--- src/hdl/dpid_pkg.sv ---
package dpid_pkg;

	localparam int TEMP_W  = 12;
	localparam int ERR_W   = 13;
	localparam int COEF_W  = 16;
	localparam int ACC_W   = 16;
	localparam int DRIVE_W = 8;
	localparam int SUM_W   = 32;
	localparam int CFG_IDX_W  = 3;
	localparam int CFG_DATA_W = 16;

	localparam logic [ACC_W-1:0]   ACC_MAX     = 16'd65280;
	localparam logic [DRIVE_W-1:0] DRIVE_FULL  = 8'd255;

	typedef enum logic [1:0] {
		MODE_HOLD = 2'd0,
		MODE_HEAT = 2'd1,
		MODE_COOL = 2'd2,
		MODE_OFF  = 2'd3
	} mode_t;

	typedef enum logic [CFG_IDX_W-1:0] {
		REG_MODE       = 3'd0,
		REG_HEAT_SP    = 3'd1,
		REG_COOL_SP    = 3'd2,
		REG_HEAT_NOW   = 3'd3,
		REG_HEAT_PREV  = 3'd4,
		REG_COOL_NOW   = 3'd5,
		REG_COOL_PREV  = 3'd6,
		REG_DERIV      = 3'd7
	} reg_idx_t;

	typedef logic signed [TEMP_W-1:0]  temp_t;
	typedef logic signed [ERR_W-1:0]   err_t;
	typedef logic signed [COEF_W-1:0]  coef_t;
	typedef logic [DRIVE_W-1:0]        drive_t;

	typedef struct packed {
		coef_t now;
		coef_t prev;
	} chan_coef_t;

	typedef struct packed {
		mode_t      mode;
		temp_t      heat_sp;
		temp_t      cool_sp;
		chan_coef_t heat_coef;
		chan_coef_t cool_coef;
		coef_t      deriv;
	} pid_cfg_t;

endpackage

--- src/hdl/dpid_if.sv ---
interface dpid_in_if;
	logic                 valid;
	logic                 ready;
	dpid_pkg::temp_t      heater_temp;
	dpid_pkg::temp_t      cooler_temp;

	modport source (output valid, output heater_temp, output cooler_temp, input ready);
	modport sink   (input valid, input heater_temp, input cooler_temp, output ready);
endinterface

interface dpid_out_if;
	logic                 valid;
	logic                 ready;
	dpid_pkg::drive_t     heat_drive;
	dpid_pkg::drive_t     cool_drive;
	logic                 heat_relay_on;
	logic                 cool_relay_on;

	modport source (output valid, output heat_drive, output cool_drive,
		output heat_relay_on, output cool_relay_on, input ready);
	modport sink   (input valid, input heat_drive, input cool_drive,
		input heat_relay_on, input cool_relay_on, output ready);
endinterface

interface dpid_cfg_if;
	logic                                 valid;
	logic                                 ready;
	logic [dpid_pkg::CFG_IDX_W-1:0]       index;
	logic [dpid_pkg::CFG_DATA_W-1:0]      data;

	modport source (output valid, output index, output data, input ready);
	modport sink   (input valid, input index, input data, output ready);
endinterface

--- src/hdl/dpid_cfg.sv ---
module dpid_cfg (
	input  logic               clk,
	input  logic               arst_n,
	dpid_cfg_if.sink           cfg,
	output dpid_pkg::pid_cfg_t regs
);
	import dpid_pkg::*;

	pid_cfg_t regs_q;

	assign cfg.ready = 1'b1;
	assign regs = regs_q;

	always_ff @(posedge clk or negedge arst_n) begin
		if (!arst_n) begin
			regs_q.mode           <= MODE_COOL;
			regs_q.heat_sp        <= 12'sd480;
			regs_q.cool_sp        <= 12'sd400;
			regs_q.heat_coef.now  <= 16'sd8400;
			regs_q.heat_coef.prev <= -16'sd8000;
			regs_q.cool_coef.now  <= 16'sd8400;
			regs_q.cool_coef.prev <= -16'sd8000;
			regs_q.deriv          <= '0;
		end else if (cfg.valid) begin
			case (reg_idx_t'(cfg.index))
				REG_MODE:      regs_q.mode           <= mode_t'(cfg.data[1:0]);
				REG_HEAT_SP:   regs_q.heat_sp        <= temp_t'(cfg.data[TEMP_W-1:0]);
				REG_COOL_SP:   regs_q.cool_sp        <= temp_t'(cfg.data[TEMP_W-1:0]);
				REG_HEAT_NOW:  regs_q.heat_coef.now  <= coef_t'(cfg.data);
				REG_HEAT_PREV: regs_q.heat_coef.prev <= coef_t'(cfg.data);
				REG_COOL_NOW:  regs_q.cool_coef.now  <= coef_t'(cfg.data);
				REG_COOL_PREV: regs_q.cool_coef.prev <= coef_t'(cfg.data);
				REG_DERIV:     regs_q.deriv          <= coef_t'(cfg.data);
				default: ;
			endcase
		end
	end

endmodule

--- src/hdl/dpid_chan.sv ---
module dpid_chan (
	input  logic                 clk,
	input  logic                 arst_n,
	input  logic                 run,
	input  dpid_pkg::err_t       err,
	input  dpid_pkg::chan_coef_t coef,
	input  dpid_pkg::coef_t      deriv,
	output dpid_pkg::drive_t     drive
);
	import dpid_pkg::*;

	logic [ACC_W-1:0]              accum_q;
	err_t                          err_last_q;
	err_t                          err_older_q;
	logic signed [COEF_W+ERR_W-1:0] p_now;
	logic signed [COEF_W+ERR_W-1:0] p_prev;
	logic signed [COEF_W+ERR_W-1:0] p_deriv;
	logic signed [SUM_W-1:0]        sum;
	logic [ACC_W-1:0]               accum_next;

	assign p_now   = coef.now  * err;
	assign p_prev  = coef.prev * err_last_q;
	assign p_deriv = deriv     * err_older_q;

	assign sum = $signed({{(SUM_W-ACC_W){1'b0}}, accum_q}) + SUM_W'(p_now)
		+ SUM_W'(p_prev) + SUM_W'(p_deriv);

	// clamp to the q8.8 range 0..255.0
	always_comb begin
		if (sum < 0)
			accum_next = '0;
		else if (sum > $signed({{(SUM_W-ACC_W){1'b0}}, ACC_MAX}))
			accum_next = ACC_MAX;
		else
			accum_next = sum[ACC_W-1:0];
	end

	assign drive = accum_next[ACC_W-1 -: DRIVE_W];

	always_ff @(posedge clk or negedge arst_n) begin
		if (!arst_n) begin
			accum_q     <= '0;
			err_last_q  <= '0;
			err_older_q <= '0;
		end else if (run) begin
			accum_q     <= accum_next;
			err_older_q <= err_last_q;
			err_last_q  <= err;
		end
	end

endmodule

--- src/hdl/dual_incremental_pid_temp.sv ---
// Two-zone incremental PID temperature controller.
// samples: one transfer per sampling tick, heater and cooler zone
//   temperatures as signed 1/16 degree values.
// results: one transfer per sample with both PWM drives and relay bits.
// cfg: register writes (index 0 mode, 1..2 setpoints, 3..7 gains), always
//   ready, only to be written while no sample is in flight.
// Mode heat updates the heater loop, mode cool the cooler loop, mode off
//   parks both drives at 255 with relays off, mode hold repeats the last
//   result unchanged.
// A sample is registered in the input register, then the three gain multiplies,
//   the sum and the clamp run combinationally into the result register,
//   which offers the result once the input register advances.
// Throughput: one sample per cycle unless results stalls; loop state is
//   rewritten with the result register, so the next sample sees it at once.
// A stalled result holds in its register while one more sample waits in
//   the input register; further samples are refused until results drains.
// Reset clears loop state, the last result (drives 0, relays off) and
//   loads the default mode and gains.
module dual_incremental_pid_temp (
	input  logic      clk,
	input  logic      arst_n,
	dpid_in_if.sink   samples,
	dpid_out_if.source results,
	dpid_cfg_if.sink  cfg
);
	import dpid_pkg::*;

	pid_cfg_t regs;

	logic   valid_s1;
	temp_t  heater_temp_s1;
	temp_t  cooler_temp_s1;

	logic   out_valid_q;
	drive_t heat_drive_q;
	drive_t cool_drive_q;
	logic   heat_relay_q;
	logic   cool_relay_q;

	logic   advance;
	logic   heat_run;
	logic   cool_run;
	err_t   heat_err;
	err_t   cool_err;
	drive_t heat_pid;
	drive_t cool_pid;

	dpid_cfg u_cfg (
		.clk    (clk),
		.arst_n (arst_n),
		.cfg    (cfg),
		.regs   (regs)
	);

	assign advance       = valid_s1 && (!out_valid_q || results.ready);
	assign samples.ready = !valid_s1 || advance;

	assign heat_run = advance && (regs.mode == MODE_HEAT);
	assign cool_run = advance && (regs.mode == MODE_COOL);

	assign heat_err = err_t'(heater_temp_s1) - err_t'(regs.heat_sp);
	assign cool_err = err_t'(regs.cool_sp) - err_t'(cooler_temp_s1);

	dpid_chan u_heat (
		.clk    (clk),
		.arst_n (arst_n),
		.run    (heat_run),
		.err    (heat_err),
		.coef   (regs.heat_coef),
		.deriv  (regs.deriv),
		.drive  (heat_pid)
	);

	dpid_chan u_cool (
		.clk    (clk),
		.arst_n (arst_n),
		.run    (cool_run),
		.err    (cool_err),
		.coef   (regs.cool_coef),
		.deriv  (regs.deriv),
		.drive  (cool_pid)
	);

	always_ff @(posedge clk or negedge arst_n) begin
		if (!arst_n) begin
			valid_s1 <= 1'b0;
		end else if (samples.ready) begin
			valid_s1 <= samples.valid;
		end
	end

	always_ff @(posedge clk) begin
		if (samples.valid && samples.ready) begin
			heater_temp_s1 <= samples.heater_temp;
			cooler_temp_s1 <= samples.cooler_temp;
		end
	end

	// result register doubles as the held outputs for hold mode
	always_ff @(posedge clk or negedge arst_n) begin
		if (!arst_n) begin
			out_valid_q  <= 1'b0;
			heat_drive_q <= '0;
			cool_drive_q <= '0;
			heat_relay_q <= 1'b0;
			cool_relay_q <= 1'b0;
		end else begin
			if (advance) begin
				out_valid_q <= 1'b1;
				case (regs.mode)
					MODE_HEAT: begin
						heat_drive_q <= heat_pid;
						cool_drive_q <= DRIVE_FULL;
						heat_relay_q <= 1'b1;
						cool_relay_q <= 1'b0;
					end
					MODE_COOL: begin
						heat_drive_q <= DRIVE_FULL;
						cool_drive_q <= cool_pid;
						heat_relay_q <= 1'b0;
						cool_relay_q <= 1'b1;
					end
					MODE_OFF: begin
						heat_drive_q <= DRIVE_FULL;
						cool_drive_q <= DRIVE_FULL;
						heat_relay_q <= 1'b0;
						cool_relay_q <= 1'b0;
					end
					default: ;
				endcase
			end else if (results.ready) begin
				out_valid_q <= 1'b0;
			end
		end
	end

	assign results.valid         = out_valid_q;
	assign results.heat_drive    = heat_drive_q;
	assign results.cool_drive    = cool_drive_q;
	assign results.heat_relay_on = heat_relay_q;
	assign results.cool_relay_on = cool_relay_q;

endmodule
--- src/flat_wrapper.sv ---
// flat-port wrapper written by rule: the top's interface ports become plain ports
module dual_incremental_pid_temp_flat import dpid_pkg::*;
  (clk, arst_n, samples_valid, samples_heater_temp, samples_cooler_temp, samples_ready, results_valid, results_heat_drive, results_cool_drive, results_heat_relay_on, results_cool_relay_on, results_ready, cfg_valid, cfg_index, cfg_data, cfg_ready);
  dpid_in_if samples_i ();
  dpid_out_if results_i ();
  dpid_cfg_if cfg_i ();
  input  logic clk;
  input  logic arst_n;
  input wire logic [$bits(samples_i.valid)-1:0] samples_valid;
  input wire logic [$bits(samples_i.heater_temp)-1:0] samples_heater_temp;
  input wire logic [$bits(samples_i.cooler_temp)-1:0] samples_cooler_temp;
  output wire logic [$bits(samples_i.ready)-1:0] samples_ready;
  output wire logic [$bits(results_i.valid)-1:0] results_valid;
  output wire logic [$bits(results_i.heat_drive)-1:0] results_heat_drive;
  output wire logic [$bits(results_i.cool_drive)-1:0] results_cool_drive;
  output wire logic [$bits(results_i.heat_relay_on)-1:0] results_heat_relay_on;
  output wire logic [$bits(results_i.cool_relay_on)-1:0] results_cool_relay_on;
  input wire logic [$bits(results_i.ready)-1:0] results_ready;
  input wire logic [$bits(cfg_i.valid)-1:0] cfg_valid;
  input wire logic [$bits(cfg_i.index)-1:0] cfg_index;
  input wire logic [$bits(cfg_i.data)-1:0] cfg_data;
  output wire logic [$bits(cfg_i.ready)-1:0] cfg_ready;
  assign samples_i.valid = samples_valid;
  assign samples_i.heater_temp = samples_heater_temp;
  assign samples_i.cooler_temp = samples_cooler_temp;
  assign samples_ready = samples_i.ready;
  assign results_valid = results_i.valid;
  assign results_heat_drive = results_i.heat_drive;
  assign results_cool_drive = results_i.cool_drive;
  assign results_heat_relay_on = results_i.heat_relay_on;
  assign results_cool_relay_on = results_i.cool_relay_on;
  assign results_i.ready = results_ready;
  assign cfg_i.valid = cfg_valid;
  assign cfg_i.index = cfg_index;
  assign cfg_i.data = cfg_data;
  assign cfg_ready = cfg_i.ready;
  dual_incremental_pid_temp u_core (.clk(clk), .arst_n(arst_n), .samples(samples_i), .results(results_i), .cfg(cfg_i));
endmodule
--- config.mk ---
export PLATFORM = sky130hd
export DESIGN_NAME = dual_incremental_pid_temp_flat
export DESIGN_NICKNAME = d
export VERILOG_FILES = /design/src/hdl/dpid_pkg.sv /design/src/hdl/dpid_if.sv /design/src/hdl/dpid_cfg.sv /design/src/hdl/dpid_chan.sv /design/src/hdl/dual_incremental_pid_temp.sv /design/src/flat_wrapper.sv
export SDC_FILE = /design/constraint.sdc
export NUM_CORES = 2
export LEC_CHECK = 0
export BUFFER_PORTS_ARGS = -buffer_cell sky130_fd_sc_hd__buf_2
export CAP_MARGIN = 20
export CORE_ASPECT_RATIO = 1.2
export CORE_MARGIN = 2
export CORE_UTILIZATION = 25
export DETAILED_ROUTE_END_ITERATION = 10
export PLACE_DENSITY = 0.47
export SETUP_SLACK_MARGIN = 0.2
export SKIP_CTS_REPAIR_TIMING = 1
export SLEW_MARGIN = 20
export SYNTH_ARGS = -nofsm -noshare
export SYNTH_HDL_FRONTEND = slang
export SYNTH_HIERARCHICAL = 1
export SYNTH_SLANG_ARGS = --single-unit
--- constraint.sdc ---
create_clock -name clk -period 12.5 [get_ports clk]
set_input_delay 1.25 -clock clk [delete_from_list [all_inputs] [get_ports clk]]
set_output_delay 1.25 -clock clk [all_outputs]
set_load 0.05 [all_outputs]
==> metrics.log <==
[metrics] most instantiated library cell after synthesis: sky130_fd_sc_hd__fa_1
[metrics] final-report max-slew violation count: 0
[metrics] net count after synthesis: 7988
[metrics] number of buffers between clock root and the deepest sink: 3
[metrics] clock net sink count: 234
[metrics] Crit path required time: 13070 ps
[metrics] Post-Synthesis Mean Instance Area: between 10 and 15 um^2
[metrics] remaining antenna violation count after routing: 0
[metrics] Starting Density: 25.12%
[metrics] Residual DRC: 0
[metrics] worst-case clock skew: 46.32 ps
[metrics] via count of the first global-routing pass: 46870
[metrics] sequential share of the synthesized area: 9.870%
[metrics] FP Rows: just under 200
[metrics] fraction of final layout cells with drive strength greater than 1: 7.129%
[metrics] largest cells by area after synthesis: sky130_fd_sc_hd__fa_1 50%, sky130_fd_sc_hd__inv_1 9.3%, sky130_fd_sc_hd__ha_1 8.0%
[metrics] first drt pass iteration count: 5
[metrics] core box area: 0.2423 mm^2
[metrics] slew at the pin closest to its max-slew limit: 1092 ps
[metrics] CP max stage cell: sky130_fd_sc_hd__a311oi_1
[metrics] total track usage: between 10 and 15%
[metrics] R2R setup slack: between 1000 and 1500 ps
[metrics] maximum net fanout on the critical path: 17
[metrics] worst flop-to-flop path endpoint: u_core/results.cool_drive[7]
[metrics] Placed Cells: 9108
[metrics] first-pass GRT wire length: 276.4 mm
[metrics] final estimated routing congestion in global placement: roughly 0.88
[metrics] top cells by count, synth: 1518 x sky130_fd_sc_hd__fa_1, 1516 x sky130_fd_sc_hd__inv_1, 684 x sky130_fd_sc_hd__nand2_1, 566 x sky130_fd_sc_hd__and2_1, 388 x sky130_fd_sc_hd__ha_1
[metrics] outcome: complete, no violations
[metrics] CTS buffer count: 37
[metrics] number of vias in the routed layout: 39560
[metrics] # nets final: 7901
[metrics] post-DR vias/cell: 4.309
[metrics] critical path startpoint category: register
[metrics] dominant cell type by count on the critical path: sky130_fd_sc_hd__fa_1
[metrics] cell family with the largest share of critical-path delay: adder cells
[metrics] wire per inst: between 15 and 20 um
[metrics] register bit total from synthesis: 234
[metrics] Synth cell types: 95
[metrics] MaxCap Viol Count: 0
[metrics] count of buffers from port buffering: 67
[metrics] critical register-to-register path startpoint: u_core/cooler_temp_s1[0]
[metrics] most common flop cell mapped by yosys: sky130_fd_sc_hd__dfrtp_1
[metrics] worst skew pair latency: 620 ps
[metrics] total of endpoints with negative setup slack in the final report: 0
[metrics] buffer cell driving the clock tree root: sky130_fd_sc_hd__clkbuf_16
[metrics] die span in x: 454.5 um
[metrics] post-synth design cell area: 0.06087 mm^2
[metrics] total global routing overflow: 0
[metrics] count of mapped cells out of synthesis: roughly 6000
[metrics] Layout Cells excl Fill: 9182
[metrics] fillcell total: 25770
[metrics] count of buffering cells on the critical path with inverters included: 4
[metrics] Crit path arrival time: between 10000 and 15000 ps
[metrics] Initial DRC Count: 1631
[metrics] floorplan die area: 0.2475 mm^2
[metrics] DP HPWL: between 100 and 150 mm
[metrics] period utilization: 89.83%
[metrics] post-synthesis async set-or-reset flop share: 89.74%
[metrics] total of warnings raised by yosys: 6
[metrics] fraction of post-synthesis cell area in the top cell type by area: 49.92%
[metrics] boundary pin count: a little under 70
[metrics] Crit. End Element: register
[metrics] CTS tree: done
[metrics] relative max-transition margin: 27.19%
[metrics] classification of the worst-slack hold path: reg2reg
[metrics] Critical Setup Path Class: reg2reg
[metrics] Final Routed Wirelength: 171.5 mm
[metrics] clock-pin slew reported for the worst setup and hold paths after clock tree synthesis: ~70 ps
[metrics] maximum number of pins on one net before global-route repair: 99
[metrics] height of the die: 544.6 um
[metrics] cell depth of the worst flop-to-flop path: 31
[metrics] number of levels in the clock H-tree: 2
[metrics] highest achievable clock rate: ~90 MHz
[metrics] count of final hold-check violations: 0
[metrics] delay of the slowest critical-path stage: 820 ps
[metrics] initial antenna violation count: 12
[metrics] Min Clock Period, post-route: about 11000 ps
[metrics] Post-synth EDFFs: 24
[metrics] area added between synthesis and finish: 8.464%
[metrics] Post-Route Setup TNS: 0 ps
[metrics] Worst Hold Path EP: u_core/results.heat_drive[2]
[metrics] worst min-delay path startpoint: u_core/results.heat_drive[2]
[metrics] unrepaired setup endpoints after global routing: false
[metrics] largest area contributor in the synthesized netlist: sky130_fd_sc_hd__fa_1
[metrics] count of cells along the worst hold path: 2
## final cells by class
class,instances,area (um^2),share of cell area [%]
antenna,6,15.01,0.02274
clock buffer,46,1021,1.546
clock inverter,22,332.8,0.5041
inverter,1516,5690,8.618
multi-input combinational,4029,48130,72.89
sequential,234,6010,9.102
tap,3200,4004,6.064
timing repair buffer,129,827.0,1.253
## registers in the layout (all words and copies together), names as in the netlist
signal / flops
u_core/cooler_temp_s1: 12
u_core/valid_s1: 1
u_core/u_heat/err_last_q: 13
u_core/results.cool_drive: 8
u_core/results.valid: 1
u_core/u_cool/accum_q: 16
u_core/u_cfg/regs: 106
u_core/u_heat/accum_q: 16
u_core/heater_temp_s1: 12
u_core/results.cool_relay_on: 1
u_core/u_cool/err_older_q: 13
u_core/results.heat_drive: 8
u_core/u_heat/err_older_q: 13
u_core/results.heat_relay_on: 1
u_core/u_cool/err_last_q: 13
## per-stage QoR
step	utilization, %	setup slack, ps	instance area (um^2)	hold WS, ps
6_report	27.25	1271	66030	488.8
5_1_grt	27.25	697.4	66010	508.4
4_1_cts	27.25	1246	66010	492.2
3_5_place_dp	26.69	1330	64660	477.3
3_3_place_gp	26.68	1290	64650	481.9
2_1_floorplan	-	2814	60870	461.2
## tightest hold or removal path, cell delays in order (launching register included)
cell and delay, ps:
sky130_fd_sc_hd__dfrtp_1 330, sky130_fd_sc_hd__nand2_1 50, sky130_fd_sc_hd__nand3_1 70
## worst max path at each step
stage | cells past startpoint | end | from | slack [ps]
2_1_floorplan | 33 | u_core/results.heat_drive[7] | u_core/u_cfg/regs[92] | 2810
3_3_place_gp | 31 | u_core/results.cool_drive[7] | u_core/u_cfg/regs[80] | 1290
3_5_place_dp | 33 | u_core/results.cool_drive[7] | u_core/u_cfg/regs[80] | 1330
4_1_cts | 31 | u_core/results.cool_drive[7] | u_core/u_cfg/regs[80] | 1250
5_1_grt | 30 | u_core/results.cool_drive[7] | u_core/cooler_temp_s1[0] | 700
6_report | 31 | u_core/results.cool_drive[7] | u_core/cooler_temp_s1[0] | 1270
## per-layer routing
layer / GRT usage (%) / routed length, um
met1: 18.42 / 74770
met3: 1.462 / 5280
met4: 3.027 / 3428
met5: 0 / 0
met2: 26.11 / 88000
## cells in the final DEF (no fill, tap or decap), types with 7 or more instances in the layout
| cell type | Yosys | layout |
|---|---|---|
| sky130_fd_sc_hd__nor3_1 | 22 | 22 |
| sky130_fd_sc_hd__mux2_2 | 149 | 149 |
| sky130_fd_sc_hd__edfxtp_1 | 24 | 24 |
| sky130_fd_sc_hd__and2_1 | 566 | 566 |
| sky130_fd_sc_hd__inv_1 | 1516 | 1516 |
| sky130_fd_sc_hd__fa_1 | 1518 | 1518 |
| sky130_fd_sc_hd__or3_1 | 8 | 8 |
| sky130_fd_sc_hd__ha_1 | 388 | 388 |
| sky130_fd_sc_hd__nand3_1 | 31 | 31 |
| sky130_fd_sc_hd__buf_4 | 23 | 60 |
| sky130_fd_sc_hd__dfrtp_1 | 184 | 183 |
| sky130_fd_sc_hd__buf_2 | 10 | 66 |
| sky130_fd_sc_hd__a31oi_1 | 24 | 24 |
| sky130_fd_sc_hd__nand2_1 | 684 | 684 |
| sky130_fd_sc_hd__xnor2_1 | 48 | 43 |
| sky130_fd_sc_hd__o21a_1 | 12 | 12 |
| sky130_fd_sc_hd__xor2_1 | 16 | 16 |
| sky130_fd_sc_hd__o21bai_1 | 8 | 8 |
| sky130_fd_sc_hd__and3_1 | 11 | 11 |
| sky130_fd_sc_hd__o2111ai_1 | 7 | 7 |
| sky130_fd_sc_hd__mux2_4 | 10 | 10 |
| sky130_fd_sc_hd__o21ai_0 | 44 | 44 |
| sky130_fd_sc_hd__nand3b_1 | 7 | 7 |
| sky130_fd_sc_hd__dfstp_2 | 26 | 26 |
| sky130_fd_sc_hd__nand2b_1 | 80 | 80 |
| sky130_fd_sc_hd__a211oi_1 | 13 | 13 |
| sky130_fd_sc_hd__nor2_1 | 79 | 77 |
| sky130_fd_sc_hd__mux2i_1 | 12 | 12 |
| sky130_fd_sc_hd__clkinv_2 | 0 | 7 |
| sky130_fd_sc_hd__a21o_1 | 24 | 24 |
| sky130_fd_sc_hd__clkbuf_16 | 0 | 38 |
| sky130_fd_sc_hd__nand4_1 | 19 | 19 |
| sky130_fd_sc_hd__nor2b_1 | 16 | 16 |
| sky130_fd_sc_hd__o211ai_1 | 13 | 13 |
| sky130_fd_sc_hd__a21oi_1 | 90 | 90 |
## cell families after synthesis
logic type	synth area share, %
AOI/OAI and AO/OA	3.667
xor gates and xnor gates	1.032
adders and majority gates	57.90
buffers and inverters	11.24
DFF	9.870
muxes	3.200
other	0.006160
and+or+nand+nor	13.09
Power is left out: the tool's default activity adds up to more than one toggle a clock period on the data nets, which glitch-free logic cannot reach.
